### config.mk
export PLATFORM = sky130hd
export DESIGN_NAME = math_text_char_translator
export DESIGN_NICKNAME = d
export VERILOG_FILES = /design/src/rtl/mtct_pkg.sv /design/src/rtl/math_text_char_translator.sv
export SDC_FILE = /design/constraint.sdc
export NUM_CORES = 1
export LEC_CHECK = 0
export ABC_AREA = 1
export BUFFER_PORTS_ARGS = -buffer_cell sky130_fd_sc_hd__clkbuf_2
export CAP_MARGIN = 20
export CORE_MARGIN = 1
export CORE_UTILIZATION = 50
export CTS_BUF_LIST = sky130_fd_sc_hd__clkbuf_8
export DETAILED_ROUTE_END_ITERATION = 10
export HOLD_SLACK_MARGIN = 0.12
export PLACE_DENSITY = 0.67
export SYNTH_ARGS = -nofsm -noshare
export SYNTH_HDL_FRONTEND = slang
export SYNTH_SLANG_ARGS = --single-unit
### constraint.sdc
create_clock -name clock -period 10.9 [get_ports clock]
set_clock_uncertainty 0.15 [all_clocks]
set_input_delay 1.635 -clock clock [delete_from_list [all_inputs] [get_ports clock]]
set_output_delay 1.635 -clock clock [all_outputs]
set_load 0.05 [all_outputs]
### src/rtl/mtct_pkg.sv
package mtct_pkg;

   localparam int RES_MAX    = 16;                 // most words one item can cause
   localparam int RES_IDX_W  = $clog2(RES_MAX);
   localparam int RES_CNT_W  = RES_IDX_W + 1;
   localparam int SEG_MAX    = 8;                  // most words one translate step gives
   localparam int SEG_IDX_W  = $clog2(SEG_MAX);
   localparam int SEG_LEN_W  = SEG_IDX_W + 1;
   localparam int LEN_W      = 10;
   localparam int CSR_ADDR_W = 3;
   localparam int CSR_DATA_W = 32;

   typedef logic [7:0]           byte_type;
   typedef logic [RES_IDX_W-1:0] idx_type;
   typedef logic [RES_CNT_W-1:0] cnt_type;
   typedef logic [SEG_IDX_W-1:0] seg_idx_type;
   typedef logic [SEG_LEN_W-1:0] seg_len_type;
   typedef logic [LEN_W-1:0]     len_type;

   localparam len_type  MAX_LENGTH_RST = len_type'(400);
   localparam logic [0:0] REG_MAX_LENGTH = 1'b0;

   localparam byte_type CH_NUL    = 8'h00;
   localparam byte_type CH_SPACE  = 8'h20;
   localparam byte_type CH_BANG   = 8'h21;
   localparam byte_type CH_AMP    = 8'h26;
   localparam byte_type CH_QUOTE  = 8'h27;
   localparam byte_type CH_LPAREN = 8'h28;
   localparam byte_type CH_RPAREN = 8'h29;
   localparam byte_type CH_STAR   = 8'h2A;
   localparam byte_type CH_PLUS   = 8'h2B;
   localparam byte_type CH_MINUS  = 8'h2D;
   localparam byte_type CH_SLASH  = 8'h2F;
   localparam byte_type CH_LT     = 8'h3C;
   localparam byte_type CH_EQ     = 8'h3D;
   localparam byte_type CH_GT     = 8'h3E;
   localparam byte_type CH_LBRACK = 8'h5B;
   localparam byte_type CH_BSLASH = 8'h5C;
   localparam byte_type CH_RBRACK = 8'h5D;
   localparam byte_type CH_CARET  = 8'h5E;
   localparam byte_type CH_F      = 8'h66;
   localparam byte_type CH_I      = 8'h69;
   localparam byte_type CH_L      = 8'h6C;
   localparam byte_type CH_M      = 8'h6D;
   localparam byte_type CH_S      = 8'h73;
   localparam byte_type CH_PIPE   = 8'h7C;
   localparam byte_type CH_TILDE  = 8'h7E;

   typedef enum logic [3:0] {
      M_IDLE  = 4'd0,
      M_OP    = 4'd1,
      M_ESC2  = 4'd2,
      M_ESC3  = 4'd3,
      M_ESC4P = 4'd4,
      M_ESC4S = 4'd5,
      M_ESC5  = 4'd6
   } hold_mode_type;

   // words of one translate step; mid marks the second word of a spacer
   typedef struct packed {
      seg_len_type               len;
      logic [SEG_MAX-1:0]        mid;
      logic [SEG_MAX-1:0][7:0]   bytes;
   } seg_type;

   function automatic byte_type spacer_key(input byte_type prev);
      byte_type k;
      unique case (prev)
         CH_PIPE:  k = CH_CARET;
         CH_CARET: k = CH_AMP;
         CH_AMP:   k = CH_BANG;
         default:  k = CH_PIPE;
      endcase
      return k;
   endfunction

   function automatic seg_type one_byte(input byte_type b);
      seg_type s;
      s          = '0;
      s.len      = seg_len_type'(1);
      s.bytes[0] = b;
      return s;
   endfunction

   function automatic seg_type char_name(input byte_type a, input byte_type b);
      seg_type s;
      s          = '0;
      s.len      = seg_len_type'(4);
      s.bytes[0] = CH_BSLASH;
      s.bytes[1] = CH_LPAREN;
      s.bytes[2] = a;
      s.bytes[3] = b;
      return s;
   endfunction

   // spacer, then the arrow name
   function automatic seg_type arrow(input byte_type prev);
      seg_type s;
      s          = '0;
      s.len      = seg_len_type'(6);
      s.bytes[0] = CH_BSLASH;
      s.bytes[1] = spacer_key(prev);
      s.mid[1]   = 1'b1;
      s.bytes[2] = CH_BSLASH;
      s.bytes[3] = CH_LPAREN;
      s.bytes[4] = CH_MINUS;
      s.bytes[5] = CH_GT;
      return s;
   endfunction

   // spaced operator; minus turns into its name
   function automatic seg_type single_op(input byte_type c, input byte_type prev);
      seg_type s;
      s          = '0;
      s.bytes[0] = CH_BSLASH;
      s.bytes[1] = spacer_key(prev);
      s.mid[1]   = 1'b1;
      if (c == CH_MINUS) begin
         s.len      = seg_len_type'(8);
         s.bytes[2] = CH_BSLASH;
         s.bytes[3] = CH_LPAREN;
         s.bytes[4] = CH_M;
         s.bytes[5] = CH_I;
         s.bytes[6] = CH_BSLASH;
         s.bytes[7] = spacer_key(CH_I);
         s.mid[7]   = 1'b1;
      end else begin
         s.len      = seg_len_type'(5);
         s.bytes[2] = c;
         s.bytes[3] = CH_BSLASH;
         s.bytes[4] = spacer_key(c);
         s.mid[4]   = 1'b1;
      end
      return s;
   endfunction

   function automatic seg_type xlate(input byte_type c, input logic last, input byte_type prev);
      seg_type  s;
      byte_type k;
      s = '0;
      k = spacer_key(prev);
      case (c) inside
         CH_LPAREN, CH_LBRACK, CH_RPAREN, CH_RBRACK: begin
            s.len      = seg_len_type'(3);
            s.bytes[0] = CH_BSLASH;
            s.bytes[1] = k;
            s.mid[1]   = 1'b1;
            s.bytes[2] = c;
         end
         CH_PLUS, CH_PIPE: begin
            s.len      = seg_len_type'(5);
            s.bytes[0] = CH_BSLASH;
            s.bytes[1] = k;
            s.mid[1]   = 1'b1;
            s.bytes[2] = c;
            s.bytes[3] = CH_BSLASH;
            s.bytes[4] = spacer_key(c);
            s.mid[4]   = 1'b1;
         end
         CH_EQ, CH_LT, CH_GT, CH_MINUS: begin
            // held for lookahead unless the token ends here
            if (last) begin
               s = single_op(c, prev);
            end
         end
         CH_SLASH: begin
            s = char_name(CH_S, CH_L);
         end
         CH_QUOTE: begin
            s = char_name(CH_F, CH_M);
         end
         CH_TILDE, CH_SPACE: begin
            s.len      = seg_len_type'(4);
            s.bytes[0] = CH_BSLASH;
            s.bytes[1] = k;
            s.mid[1]   = 1'b1;
            s.bytes[2] = CH_BSLASH;
            s.bytes[3] = spacer_key(k);
            s.mid[3]   = 1'b1;
         end
         CH_CARET: begin
            s.len      = seg_len_type'(2);
            s.bytes[0] = CH_BSLASH;
            s.bytes[1] = k;
            s.mid[1]   = 1'b1;
         end
         default: begin
            s = one_byte(c);
         end
      endcase
      return s;
   endfunction

   function automatic hold_mode_type xlate_hold(input byte_type c, input logic last);
      hold_mode_type m;
      m = M_IDLE;
      if (!last) begin
         case (c) inside
            CH_EQ, CH_LT, CH_GT, CH_MINUS: m = M_OP;
            CH_BSLASH:                     m = M_ESC2;
            default:                       m = M_IDLE;
         endcase
      end
      return m;
   endfunction

endpackage

### src/rtl/math_text_char_translator.sv
// Equation token character translator.
//
// Input channel (req_*): one token character per word, req_token_end on the
// token's final character. Result channel (rsp_*): typesetter bytes, one per
// word; rsp_run_last marks the last word caused by an input word,
// rsp_token_done the last word of the token, rsp_overflow a refused append.
// Some input words cause no result word (held lookahead, dropped characters
// after an overflow); a token end always causes at least one.
// Config: APB-style port, max_length at byte address 0 (10 bits, reset 400).
// Write only while no word is in flight.
//
// Path: input register, then result buffer, from which result words leave.
// Throughput: an input word with N result words (0..16) is translated once the
// result buffer is free, or while it drains if N is 0; the buffer drains one
// word per cycle while rsp_ready is high, and the next input word is translated
// in the cycle its last word leaves, so a new word is accepted while results still wait.
// Stall: a low rsp_ready holds the current word; the input register then
// fills and req_ready drops.
// Reset (synchronous): empties both stages, clears the token state and sets
// max_length back to 400.
module math_text_char_translator (
   input  logic                               clock,
   input  logic                               reset,
   input  logic                               req_valid,
   output logic                               req_ready,
   input  logic [7:0]                         req_char_in,
   input  logic                               req_token_end,
   output logic                               rsp_valid,
   input  logic                               rsp_ready,
   output logic [7:0]                         rsp_out_byte,
   output logic                               rsp_run_last,
   output logic                               rsp_token_done,
   output logic                               rsp_overflow,
   input  logic                               psel,
   input  logic                               penable,
   input  logic                               pwrite,
   input  logic [mtct_pkg::CSR_ADDR_W-1:0]    paddr,
   input  logic [mtct_pkg::CSR_DATA_W-1:0]    pwdata,
   output logic [mtct_pkg::CSR_DATA_W-1:0]    prdata,
   output logic                               pready
);

   // ---------------- config register
   mtct_pkg::len_type max_length_ff;
   logic              csr_sel_max;

   assign pready      = 1'b1;
   assign csr_sel_max = (paddr[mtct_pkg::CSR_ADDR_W-1] == mtct_pkg::REG_MAX_LENGTH);
   assign prdata      = csr_sel_max ?
                        mtct_pkg::CSR_DATA_W'(max_length_ff) : '0;

   always_ff @(posedge clock) begin
      if (reset) begin
         max_length_ff <= mtct_pkg::MAX_LENGTH_RST;
      end else if (psel && penable && pwrite && pready && csr_sel_max) begin
         max_length_ff <= pwdata[mtct_pkg::LEN_W-1:0];
      end
   end

   // ---------------- input register
   logic                in_vld_ff;
   mtct_pkg::byte_type  char_ff;
   logic                last_ff;
   logic                fire;          // translate the held word this cycle

   assign req_ready = !in_vld_ff || fire;

   always_ff @(posedge clock) begin
      if (reset) begin
         in_vld_ff <= 1'b0;
      end else if (req_valid && req_ready) begin
         in_vld_ff <= 1'b1;
      end else if (fire) begin
         in_vld_ff <= 1'b0;
      end
   end

   always_ff @(posedge clock) begin
      if (req_valid && req_ready) begin
         char_ff <= req_char_in;
         last_ff <= req_token_end;
      end
   end

   // ---------------- token state
   mtct_pkg::hold_mode_type hold_mode_ff, hold_mode_in;
   mtct_pkg::byte_type      held_char_ff, held_char_in;
   mtct_pkg::byte_type      esc_second_ff, esc_second_in;
   mtct_pkg::byte_type      last_out_ff, last_out_in;
   mtct_pkg::len_type       out_count_ff, out_count_in;
   logic                    overflowed_ff, overflowed_in;

   // Words of this step: seg1 from the held operator or escape, seg2 the
   // translation of the new character where the held one did not absorb it.
   mtct_pkg::seg_type seg1, seg2;

   always_comb begin : p_segments
      seg1 = '0;
      seg2 = '0;
      if (!overflowed_ff) begin
         unique case (hold_mode_ff)
            mtct_pkg::M_OP: begin
               if ((held_char_ff != mtct_pkg::CH_MINUS) && (char_ff == mtct_pkg::CH_EQ)) begin
                  seg1 = mtct_pkg::char_name(held_char_ff, mtct_pkg::CH_EQ);
               end else if ((held_char_ff == mtct_pkg::CH_MINUS) &&
                            (char_ff == mtct_pkg::CH_GT)) begin
                  seg1 = mtct_pkg::arrow(last_out_ff);
               end else begin
                  seg1 = mtct_pkg::single_op(held_char_ff, last_out_ff);
                  seg2 = mtct_pkg::xlate(char_ff, last_ff,
                            seg1.bytes[mtct_pkg::seg_idx_type'(seg1.len - 1'b1)]);
               end
            end
            mtct_pkg::M_ESC2, mtct_pkg::M_ESC3, mtct_pkg::M_ESC4P: begin
               seg1 = mtct_pkg::one_byte(char_ff);
            end
            mtct_pkg::M_ESC4S: begin
               // lone fourth character at token end is translated as usual
               if (last_ff) begin
                  seg1 = mtct_pkg::xlate(char_ff, 1'b1, last_out_ff);
               end
            end
            mtct_pkg::M_ESC5: begin
               seg1 = mtct_pkg::one_byte(held_char_ff);
               seg2 = mtct_pkg::one_byte(char_ff);
            end
            default: begin
               seg1 = mtct_pkg::xlate(char_ff, last_ff, last_out_ff);
            end
         endcase
      end
   end

   always_comb begin : p_next_hold
      hold_mode_in  = mtct_pkg::M_IDLE;
      held_char_in  = held_char_ff;
      esc_second_in = esc_second_ff;
      if (overflowed_ff) begin
         hold_mode_in = hold_mode_ff;
      end else begin
         unique case (hold_mode_ff)
            mtct_pkg::M_OP: begin
               if (!(((held_char_ff != mtct_pkg::CH_MINUS) && (char_ff == mtct_pkg::CH_EQ)) ||
                     ((held_char_ff == mtct_pkg::CH_MINUS) && (char_ff == mtct_pkg::CH_GT))))
               begin
                  hold_mode_in = mtct_pkg::xlate_hold(char_ff, last_ff);
                  if (hold_mode_in == mtct_pkg::M_OP) begin
                     held_char_in = char_ff;
                  end
               end
            end
            mtct_pkg::M_ESC2: begin
               esc_second_in = char_ff;
               if (!last_ff) begin
                  hold_mode_in = mtct_pkg::M_ESC3;
               end
            end
            mtct_pkg::M_ESC3: begin
               if (!last_ff) begin
                  if (esc_second_ff == mtct_pkg::CH_LPAREN) begin
                     hold_mode_in = mtct_pkg::M_ESC4P;
                  end else if ((esc_second_ff == mtct_pkg::CH_STAR) &&
                               (char_ff == mtct_pkg::CH_LPAREN)) begin
                     hold_mode_in = mtct_pkg::M_ESC4S;
                  end
               end
            end
            mtct_pkg::M_ESC4P: begin
               hold_mode_in = mtct_pkg::M_IDLE;
            end
            mtct_pkg::M_ESC4S: begin
               if (!last_ff) begin
                  held_char_in = char_ff;
                  hold_mode_in = mtct_pkg::M_ESC5;
               end
            end
            mtct_pkg::M_ESC5: begin
               hold_mode_in = mtct_pkg::M_IDLE;
            end
            default: begin
               hold_mode_in = mtct_pkg::xlate_hold(char_ff, last_ff);
               if (hold_mode_in == mtct_pkg::M_OP) begin
                  held_char_in = char_ff;
               end
            end
         endcase
      end
      if (last_ff) begin
         hold_mode_in  = mtct_pkg::M_IDLE;
         held_char_in  = mtct_pkg::CH_NUL;
         esc_second_in = mtct_pkg::CH_NUL;
      end
   end

   // ---------------- join seg1 and seg2 into one word stream
   mtct_pkg::byte_type     strm_byte [mtct_pkg::RES_MAX];
   logic [mtct_pkg::RES_MAX-1:0] strm_mid;
   mtct_pkg::cnt_type      rel_idx   [mtct_pkg::RES_MAX];
   mtct_pkg::cnt_type      strm_len;

   assign strm_len = mtct_pkg::cnt_type'(seg1.len) + mtct_pkg::cnt_type'(seg2.len);

   always_comb begin : p_join
      for (int k = 0; k < mtct_pkg::RES_MAX; k++) begin
         rel_idx[k] = mtct_pkg::cnt_type'(k) - mtct_pkg::cnt_type'(seg1.len);
         if (mtct_pkg::cnt_type'(k) < mtct_pkg::cnt_type'(seg1.len)) begin
            strm_byte[k] = seg1.bytes[mtct_pkg::seg_idx_type'(k)];
            strm_mid[k]  = seg1.mid[mtct_pkg::seg_idx_type'(k)];
         end else if (rel_idx[k] < mtct_pkg::cnt_type'(mtct_pkg::SEG_MAX)) begin
            strm_byte[k] = seg2.bytes[rel_idx[k][mtct_pkg::SEG_IDX_W-1:0]];
            strm_mid[k]  = seg2.mid[rel_idx[k][mtct_pkg::SEG_IDX_W-1:0]];
         end else begin
            strm_byte[k] = mtct_pkg::CH_NUL;
            strm_mid[k]  = 1'b0;
         end
      end
   end

   // ---------------- length limit
   // Appends are refused once count + size reaches max_length; a spacer is
   // all or nothing, so a cut inside one backs off to its start.
   logic                        refuse;
   logic                        room_none;
   mtct_pkg::idx_type           room;
   mtct_pkg::idx_type           cut;
   mtct_pkg::cnt_type           emitted;
   logic                        empty_last;
   mtct_pkg::cnt_type           n_res;
   logic                        zero_en;
   mtct_pkg::idx_type           zero_pos;
   logic                        ovf_flag;

   assign refuse    = (strm_len != '0) &&
                      (({1'b0, out_count_ff} + (mtct_pkg::LEN_W+1)'(strm_len)) >=
                       {1'b0, max_length_ff});
   assign room_none = (out_count_ff >= max_length_ff);
   assign room      = mtct_pkg::idx_type'(max_length_ff - out_count_ff - 1'b1);
   assign cut       = room_none    ? '0 :
                      strm_mid[room] ? room - 1'b1 : room;
   assign emitted   = refuse ? mtct_pkg::cnt_type'(cut) : strm_len;
   assign empty_last = last_ff && !refuse && (strm_len == '0);
   assign n_res     = refuse     ? mtct_pkg::cnt_type'(cut) + 1'b1 :
                      empty_last ? mtct_pkg::cnt_type'(1) : strm_len;
   assign zero_en   = refuse || empty_last;
   assign zero_pos  = refuse ? cut : '0;
   assign ovf_flag  = refuse || (empty_last && overflowed_ff);

   always_comb begin : p_next_count
      last_out_in   = last_out_ff;
      out_count_in  = out_count_ff + mtct_pkg::len_type'(emitted);
      overflowed_in = overflowed_ff || refuse;
      if (emitted != '0) begin
         last_out_in = strm_byte[mtct_pkg::idx_type'(emitted - 1'b1)];
      end
      if (last_ff) begin
         last_out_in   = mtct_pkg::CH_NUL;
         out_count_in  = '0;
         overflowed_in = 1'b0;
      end
   end

   always_ff @(posedge clock) begin
      if (reset) begin
         hold_mode_ff  <= mtct_pkg::M_IDLE;
         held_char_ff  <= mtct_pkg::CH_NUL;
         esc_second_ff <= mtct_pkg::CH_NUL;
         last_out_ff   <= mtct_pkg::CH_NUL;
         out_count_ff  <= '0;
         overflowed_ff <= 1'b0;
      end else if (fire) begin
         hold_mode_ff  <= hold_mode_in;
         held_char_ff  <= held_char_in;
         esc_second_ff <= esc_second_in;
         last_out_ff   <= last_out_in;
         out_count_ff  <= out_count_in;
         overflowed_ff <= overflowed_in;
      end
   end

   // ---------------- result buffer, drained one word per cycle while rsp_ready is high
   logic                 buf_vld_ff, buf_vld_in;
   mtct_pkg::idx_type    rd_idx_ff, rd_idx_in;
   mtct_pkg::idx_type    buf_last_ff;
   logic                 buf_tok_ff;
   logic                 buf_ovf_ff;
   mtct_pkg::byte_type   buf_byte_ff [mtct_pkg::RES_MAX];
   mtct_pkg::byte_type   buf_byte_in [mtct_pkg::RES_MAX];
   logic                 at_last;
   logic                 buf_free;
   logic                 load;

   assign at_last  = (rd_idx_ff == buf_last_ff);
   assign buf_free = !buf_vld_ff || (rsp_ready && at_last);
   // words that cause no result pass even while the buffer drains
   assign fire     = in_vld_ff && ((n_res == '0) || buf_free);
   assign load     = fire && (n_res != '0);

   always_comb begin : p_buf_next
      buf_vld_in = buf_vld_ff;
      rd_idx_in  = rd_idx_ff;
      if (buf_vld_ff && rsp_ready) begin
         rd_idx_in = rd_idx_ff + 1'b1;
         if (at_last) begin
            buf_vld_in = 1'b0;
         end
      end
      if (load) begin
         buf_vld_in = 1'b1;
         rd_idx_in  = '0;
      end
      for (int k = 0; k < mtct_pkg::RES_MAX; k++) begin
         buf_byte_in[k] = (zero_en && (zero_pos == mtct_pkg::idx_type'(k))) ?
                          mtct_pkg::CH_NUL : strm_byte[k];
      end
   end

   always_ff @(posedge clock) begin
      if (reset) begin
         buf_vld_ff <= 1'b0;
         rd_idx_ff  <= '0;
      end else begin
         buf_vld_ff <= buf_vld_in;
         rd_idx_ff  <= rd_idx_in;
      end
   end

   always_ff @(posedge clock) begin
      if (load) begin
         buf_last_ff <= mtct_pkg::idx_type'(n_res - 1'b1);
         buf_tok_ff  <= last_ff;
         buf_ovf_ff  <= ovf_flag;
         for (int k = 0; k < mtct_pkg::RES_MAX; k++) begin
            buf_byte_ff[k] <= buf_byte_in[k];
         end
      end
   end

   assign rsp_valid      = buf_vld_ff;
   assign rsp_out_byte   = buf_byte_ff[rd_idx_ff];
   assign rsp_run_last   = at_last;
   assign rsp_token_done = at_last && buf_tok_ff;
   assign rsp_overflow   = at_last && buf_ovf_ff;

endmodule

Word level (Yosys, flattened, before mapping). Memory sizes are Yosys's and may differ from the RTL's. A register that Yosys moved wholly into a read port is not among the register bits. Index checks and enable logic that the tools add are counted.

Memory bits (writable): 128. Input port bits: 51. Memories: 1. Logic and storage cells: 609. Output and inout port bits: 46. Bits in registers: 70.

Memories: buf_byte_ff (depth 16, width 8, read ports 1, clocked after Yosys merged registers in 1, write ports 16, line math_text_char_translator.sv:286) `mtct_pkg::byte_type buf_byte_ff [mtct_pkg::RES_MAX];`.

Equality and inequality tests: 67. Add/subtract/negate cells: 27. Bitwise operators: 2. $lt $le $gt $ge: 52. Reductions and logical operators: 69. Muxes and demuxes: 376.

Operators by type and width (count): $mux 8 (116); $mux 76 (9); $bmux 8 s3 (17); $mux 16 (21); $pmux 76 s4 (1); $mux 24 (8); $mux 23 (7); $eq 8x6->1 const B (20); $pmux 76 s2 (1); $mux 25 (6); $pmux 7 s3 (7); $eq 8x7->1 const B (18); $mux 4 (28); $mux 1 (100); $mux 7 (12); $lt 5x4->1 const B (16); $lt 3x4->1 const B (17); $bmux 1 s3 (16); $mux 3 (14); $sub 4x4->5 const A (8); $logic_and 1x1->1 (33); $bmux 8 s4 (1); $eq 4x4->1 const B (8); $eq 4x3->1 const B (7); 48 further kinds (102).

Logic depth before layout (Yosys ltp).
Word-level depth: 43. Depth in mapped cells: 47. Gate-level depth less buffers: 44.

Worst setup path after synthesis. OpenSTA, ideal clock, no wires.

Path type: flip-flop to flip-flop. From: reg char_ff[2]. To: mem buf_byte_ff[0][0] in the netlist's numbering, enable pin. Data arrival time: 9.168 ns. Library setup time: 0.487 ns. Stages on the path, launching flop included: 42. Clock period less this slack: 9.805 ns. Path buffers: 5. Required time: 10.263 ns. Path slack: 1.095 ns. Cells stage by stage: edfxtp_1 > nand2_2 > nor2_2 > nand2_2 > nand2_4 > nor2_4 > nand2_2 > nand2_1 > nand2_2 > a21oi_2 > buf_2 > clkbuf_1 > clkbuf_1 > buf_1 > ha_1 > fa_1 > fa_1 > nand3_1 > [6 not listed] > a21o_1 > a211oi_1 > o21ai_0 > nand2_1 > clkinv_1 > nand2_1 > nand2_1 > inv_1 > nand2_1 > inv_1 > ha_1 > nand3b_1 > nor2_2 > nand2_2 > a21oi_4 > buf_6 > nand2_1 > inv_1.

RTL lines: from (decl) (line math_text_char_translator.sv:62) `mtct_pkg::byte_type char_ff;`; from (signal assigned) (line math_text_char_translator.sv:80) `char_ff <= req_char_in;`; to (decl) (line math_text_char_translator.sv:286).

Final worst setup path.
From: reg hold_mode_ff[1]. To: out req_ready.

Longest elaborated chain between the ends: 19. Elaborated cells on any way between the ends: 141. Those cells by class: add/sub: 19; order compare: 32; eq/ne: 6; mux: 73; reduce/logical: 11.

Ends and longest elaborated chain: from (decl) (line math_text_char_translator.sv:86) `mtct_pkg::hold_mode_type hold_mode_ff, hold_mode_in;`; from (signal assigned) (line math_text_char_translator.sv:264) `hold_mode_ff <= mtct_pkg::M_IDLE;`; from (signal assigned) (line math_text_char_translator.sv:271) `hold_mode_ff <= hold_mode_in;`; $eq 4x3->1 or $eq 4x2->1 (tied branches) (line math_text_char_translator.sv:101) `unique case (hold_mode_ff)`; $reduce_or 3->1; $pmux 76 s4 (line math_text_char_translator.sv:101); $mux 76 (line math_text_char_translator.sv:100) `if (!overflowed_ff) begin`; $sub 1x4->5 (tied with other cells) (line math_text_char_translator.sv:205) `rel_idx[k] = mtct_pkg::cnt_type'(k) - mtct_pkg::cnt_type'(seg1.len);`; $bmux 1 s3 (line math_text_char_translator.sv:211) `strm_mid[k] = seg2.mid[rel_idx[k][mtct_pkg::SEG_IDX_W-1:0]];`; $mux 1 (not written as such) (line math_text_char_translator.sv:211); $mux 1 (line math_text_char_translator.sv:209) `end else if (rel_idx[k] < mtct_pkg::cnt_type'(mtct_pkg::SEG_MAX)) begin`; [3 not listed]; $mux 4 (line math_text_char_translator.sv:239) `strm_mid[room] ? room - 1'b1 : room;`; $mux 4 (line math_text_char_translator.sv:238) `assign cut = room_none ? '0 :`; $add 4x1->5 (line math_text_char_translator.sv:242) `assign n_res = refuse ? mtct_pkg::cnt_type'(cut) + 1'b1 :`; $mux 5 (*) (line math_text_char_translator.sv:242); $logic_not 5->1 (*) (line math_text_char_translator.sv:295) `assign fire = in_vld_ff && ((n_res == '0) || buf_free);`; $logic_or 1x1->1 (*) (line math_text_char_translator.sv:295); $logic_and 1x1->1 (*) (line math_text_char_translator.sv:295); $logic_or 1x1->1 (*) (line math_text_char_translator.sv:66) `assign req_ready = !in_vld_ff || fire;`; to (decl) (line math_text_char_translator.sv:25) `output logic req_ready,`.

Every way passes the cells marked *; elsewhere a longest branch is shown, timed or not. The select of a mux whose other input is x is not followed.

==> reports/metrics.sh <==
RESULT_OF_THE_RUN='completed'
TOTALPOWERFINAL_mW=2.27
MAX_FREQ_MHz=97.0
NUMCLOCKSINKS=201
ROUTE.ANTENNA.REMAINING_NETS=0
ANTENNA_FOUND_INITIAL=2
MOST-COMMON-LAYOUT-CELLS='nand2_1, inv_1, nor2_1, o21ai_0, nand3_1'
FINALSETUPVIOLCOUNT=0
GRT_FIRST_PASS_WIRELENGTH_UM=104000
CLOCK_TREE.HTREE_LEVEL_COUNT=2
WORST_IR_DROP_VDD_mV=0.0979
CLKSLEWWORSTSETUPHOLDPATHS_PS=50
WORST_PATH_BUFS_INVS=10
CTS_MADE_BUFFERS=36
WORST_SKEW_PAIR.LATE_LATENCY_PS=590
CRITICAL_PATH.TOP_DELAY_FAMILY='simple AND/OR/NAND/NOR gates'
TRITONCTS='yes'
DRIVE_GT1_SHARE_PCT=9.23
NNETSFINAL=2702
MAXSLEWHEADROOM_PCT=27.6
DRTITER0DRC=2113
PWR_DENSITY_CELL_nW_PER_UM2=123
SHARE_SEQ_OF_TOTAL_POWER_PCT=39.7
CTS_HOLD_REPAIR.BUFFERS=0
ASYNCSETRESETFLOPFRACSYNTH_PCT=0
CP.ARRIVAL_PS=8520
SYNTH-SEQ-AREA-SHARE_PCT=31.8
SYNTH.LIB_CELLS_USED.DISTINCT=63
TIMING_MAX_TRANSITION_VIOLATIONS_FINAL=0
TIMING.CRITICAL_PATH.TO_TYPE='output port'
INTERNAL-POWER_mW=1.43
TIMING.CRITICAL_PATH.SLOWEST_CELL_DELAY_PS=570
GRT_OVERFLOW_TOTAL=0
STATIC_LEAKAGE_POWER_nW=8.17
TIGHTESTPINTRANSITION_PS=1080
SYNTH_EDF_COUNT=143
DIE_Y_UM=187
POWER.SWITCHING_FRACTION_PCT=37.0
ROUTE.DETAILED.DRC=0
SETUP_TNS_PS=0
SYNTH_CELLS=2556
GP_CONGESTION=1.03
OVERALL_DIE_AREA_UM2=35000
UNREPAIRED_SETUP_ENDPOINTS_AFTER_GLOBAL_ROUTING='no'
PATH_MAX_FANOUT=23
PLACE.PORT_BUFFERS=49
HOLD_PATH.CLASS='reg2reg'
PERIOD_NEEDED_PS=10310
CRITPATHLAUNCHTYPE='register'
NET_SW_POWER_mW=0.842
AREA_GROWTH_PCT=7.55
SYNTHESIS.YOSYS.WARNINGS=0
ROUTED_WL_UM=71200
MOST_COMMON_CELL_AFTER_LAYOUT_FILL_AND_TAPS_ASIDE='nand2_1'
DR_TOTAL_VIAS=18300
POST-ROUTE-PERIOD-UTIL_PCT=94.6
POST-CTS-SETUP-BUFFER-COUNT=0
AVGVIACOUNTPERCELL=5.98
ANTENNADIODECOUNT=0
TIMING.FINAL.HOLD_VIOLATIONS=0
DRV.MAX_CAP_VIOLATION_COUNT=0
FLOORPLAN.IO_PINS=97
CORE_REGION_AREA_UM2=33600
WIRE_PER_INST_UM=23.3
INITIAL_CORE_UTILIZATION_PCT=51.0
GLOBALROUTETOTALUTIL_PCT=40.1
POST_CTS_RESIZED=0
COMB_POWER_SHARE_PCT=29.3
CRITPATHKIND='reg2out'
DETAIL_ROUTE.FIRST_PASS.ITERATIONS=7
DP.FINAL_HPWL_UM=56200
CRITICAL_PATH_REQUIRED_TIME_PS=9120
SYNTH.AVG_CELL_AREA_UM2=6.70
FIRST_GLOBAL_VIAS=16700
MAIN_FLOP_TYPE_AFTER_SYNTHESIS='edfxtp_1'
GRT_MAX_DEGREE=70
CTS_MAX_PATH_BUFFERS=3
FRACTION_OF_POWER_CONSUMED_BY_THE_CLOCK_NETWORK_PCT=31.0
NUM_ROWS=67
CRITICAL-PATH-SLOWEST-CELL='nor2_4'
CTS_ROOT_BUFFER='clkbuf_8'
CRIT_TOP_CELL='nand2_1'
DIE_X_UM=187
POSTSYNTHREGISTERBITS=201
MAPPEDNETLISTAREA_UM2=17100
-- sequential cells by signal, indices dropped and copies added (netlist names), 3 cells and up, named ones only --
register	count
char_ff	8
max_length_ff	10
rd_idx_ff	4
held_char_ff	8
buf_last_ff	4
esc_second_ff	8
buf_byte_ff	128
hold_mode_ff	3
last_out_ff	8
out_count_ff	10
-- metrics by stage --
| stage | area [um2] | worst slack [ps] | instances | utilization, % | hold slack [ps] |
|---|---|---|---|---|---|
| 2_1_floorplan | 17200 | 1100 | 2584 | - | 291 |
| 3_3_place_gp | 17700 | 1690 | 2993 | 52.7 | 299 |
| 3_5_place_dp | 17700 | 1480 | 2994 | 52.7 | 308 |
| 4_1_cts | 18400 | 824 | 3059 | 54.8 | 317 |
| 5_1_grt | 18400 | 67.3 | 3059 | 54.8 | 332 |
| 6_report | 18400 | 591 | 3059 | 54.8 | 315 |
-- worst reg2reg max path: cells and delay by family (launching register included) --
| kind | cells | cell delay (ps) |
|---|---|---|
| xor+xnor | 2 | 460 |
| fa+ha+maj | 4 | 1090 |
| compound gates | 7 | 1190 |
| buf+inv | 12 | 2770 |
| flops | 1 | 390 |
| simple gates | 18 | 3230 |
-- kinds of logic after synthesis --
family	count (synthesis)	synth area share, %
simple gates	1218	30.9
compound gates	530	17.6
buf+inv	482	11.5
flops	201	31.8
fa+ha+maj	67	5.07
mux	34	1.99
xor+xnor	22	1.12
other cells	2	0.0438
-- synth_stat cells (all sizes together), types with 3 or more instances --
| master | instances | area, um2 |
|---|---|---|
| xor2 | 17 | 149 |
| edfxtp | 143 | 4290 |
| o21a | 9 | 67.6 |
| dfxtp | 58 | 1160 |
| a221oi | 5 | 43.8 |
| nor3 | 42 | 210 |
| buf | 51 | 344 |
| o221ai | 4 | 35.0 |
| a21boi | 3 | 22.5 |
| or2 | 13 | 81.3 |
| o21ai | 250 | 1270 |
| ha | 63 | 788 |
| nand2 | 597 | 2360 |
| o2111ai | 3 | 26.3 |
| inv | 354 | 1330 |
| o31ai | 4 | 30.0 |
| nand3 | 208 | 1080 |
| nand4 | 24 | 156 |
| nor4 | 10 | 62.6 |
| clkbuf | 69 | 259 |
| nor2 | 316 | 1270 |
| a21oi | 141 | 732 |
| o211ai | 47 | 353 |
| fa | 4 | 80.1 |
| mux2i | 34 | 340 |
| a22oi | 3 | 22.5 |
| o22ai | 32 | 200 |
| xnor2 | 5 | 43.8 |
| a211oi | 7 | 52.6 |
| clkinv | 8 | 31.3 |
| a31oi | 11 | 68.8 |
-- layout make-up --
| cell class | count | area (um2) |
|---|---|---|
| fill | 3337 | 15200 |
| multi-input combinational | 1901 | 9830 |
| sequential | 201 | 5460 |
| inverter | 362 | 1360 |
| tap | 448 | 561 |
| clock buffer | 39 | 537 |
| timing repair buffer | 82 | 514 |
| clock inverter | 26 | 166 |
-- routing by layer --
metal	share of wire (%)	up-vias	GRT usage (%)
li1	-	8523	-
met1	40	8481	51.4
met2	45	1088	63.6
met3	9.2	198	7.09
met4	6.1	2	23.1
met5	0.018	-	0
-- path summary, 6_finish.rpt --
kind	start	end	slack, ps	cells past startpoint
worst min-delay path	esc_second_ff[3]	esc_second_ff[3]	320	2
worst max-delay path	hold_mode_ff[1]	req_ready	590	40
worst max register to register	hold_mode_ff[1]	buf_byte_ff[4][2]	1300	43
worst min register to register	esc_second_ff[3]	esc_second_ff[3]	320	2
-- power by group through the flow --
stage	Sequential [mW]	Clock, mW	Combinational, mW
2_1_floorplan	0.915	0	0.441
3_3_place_gp	0.915	0	0.630
3_5_place_dp	0.918	0	0.640
4_1_cts	0.902	0.714	0.643
5_1_grt	0.907	0.740	0.710
6_report	0.903	0.705	0.665
No activity file was read; power rests on OpenSTA's default activity.
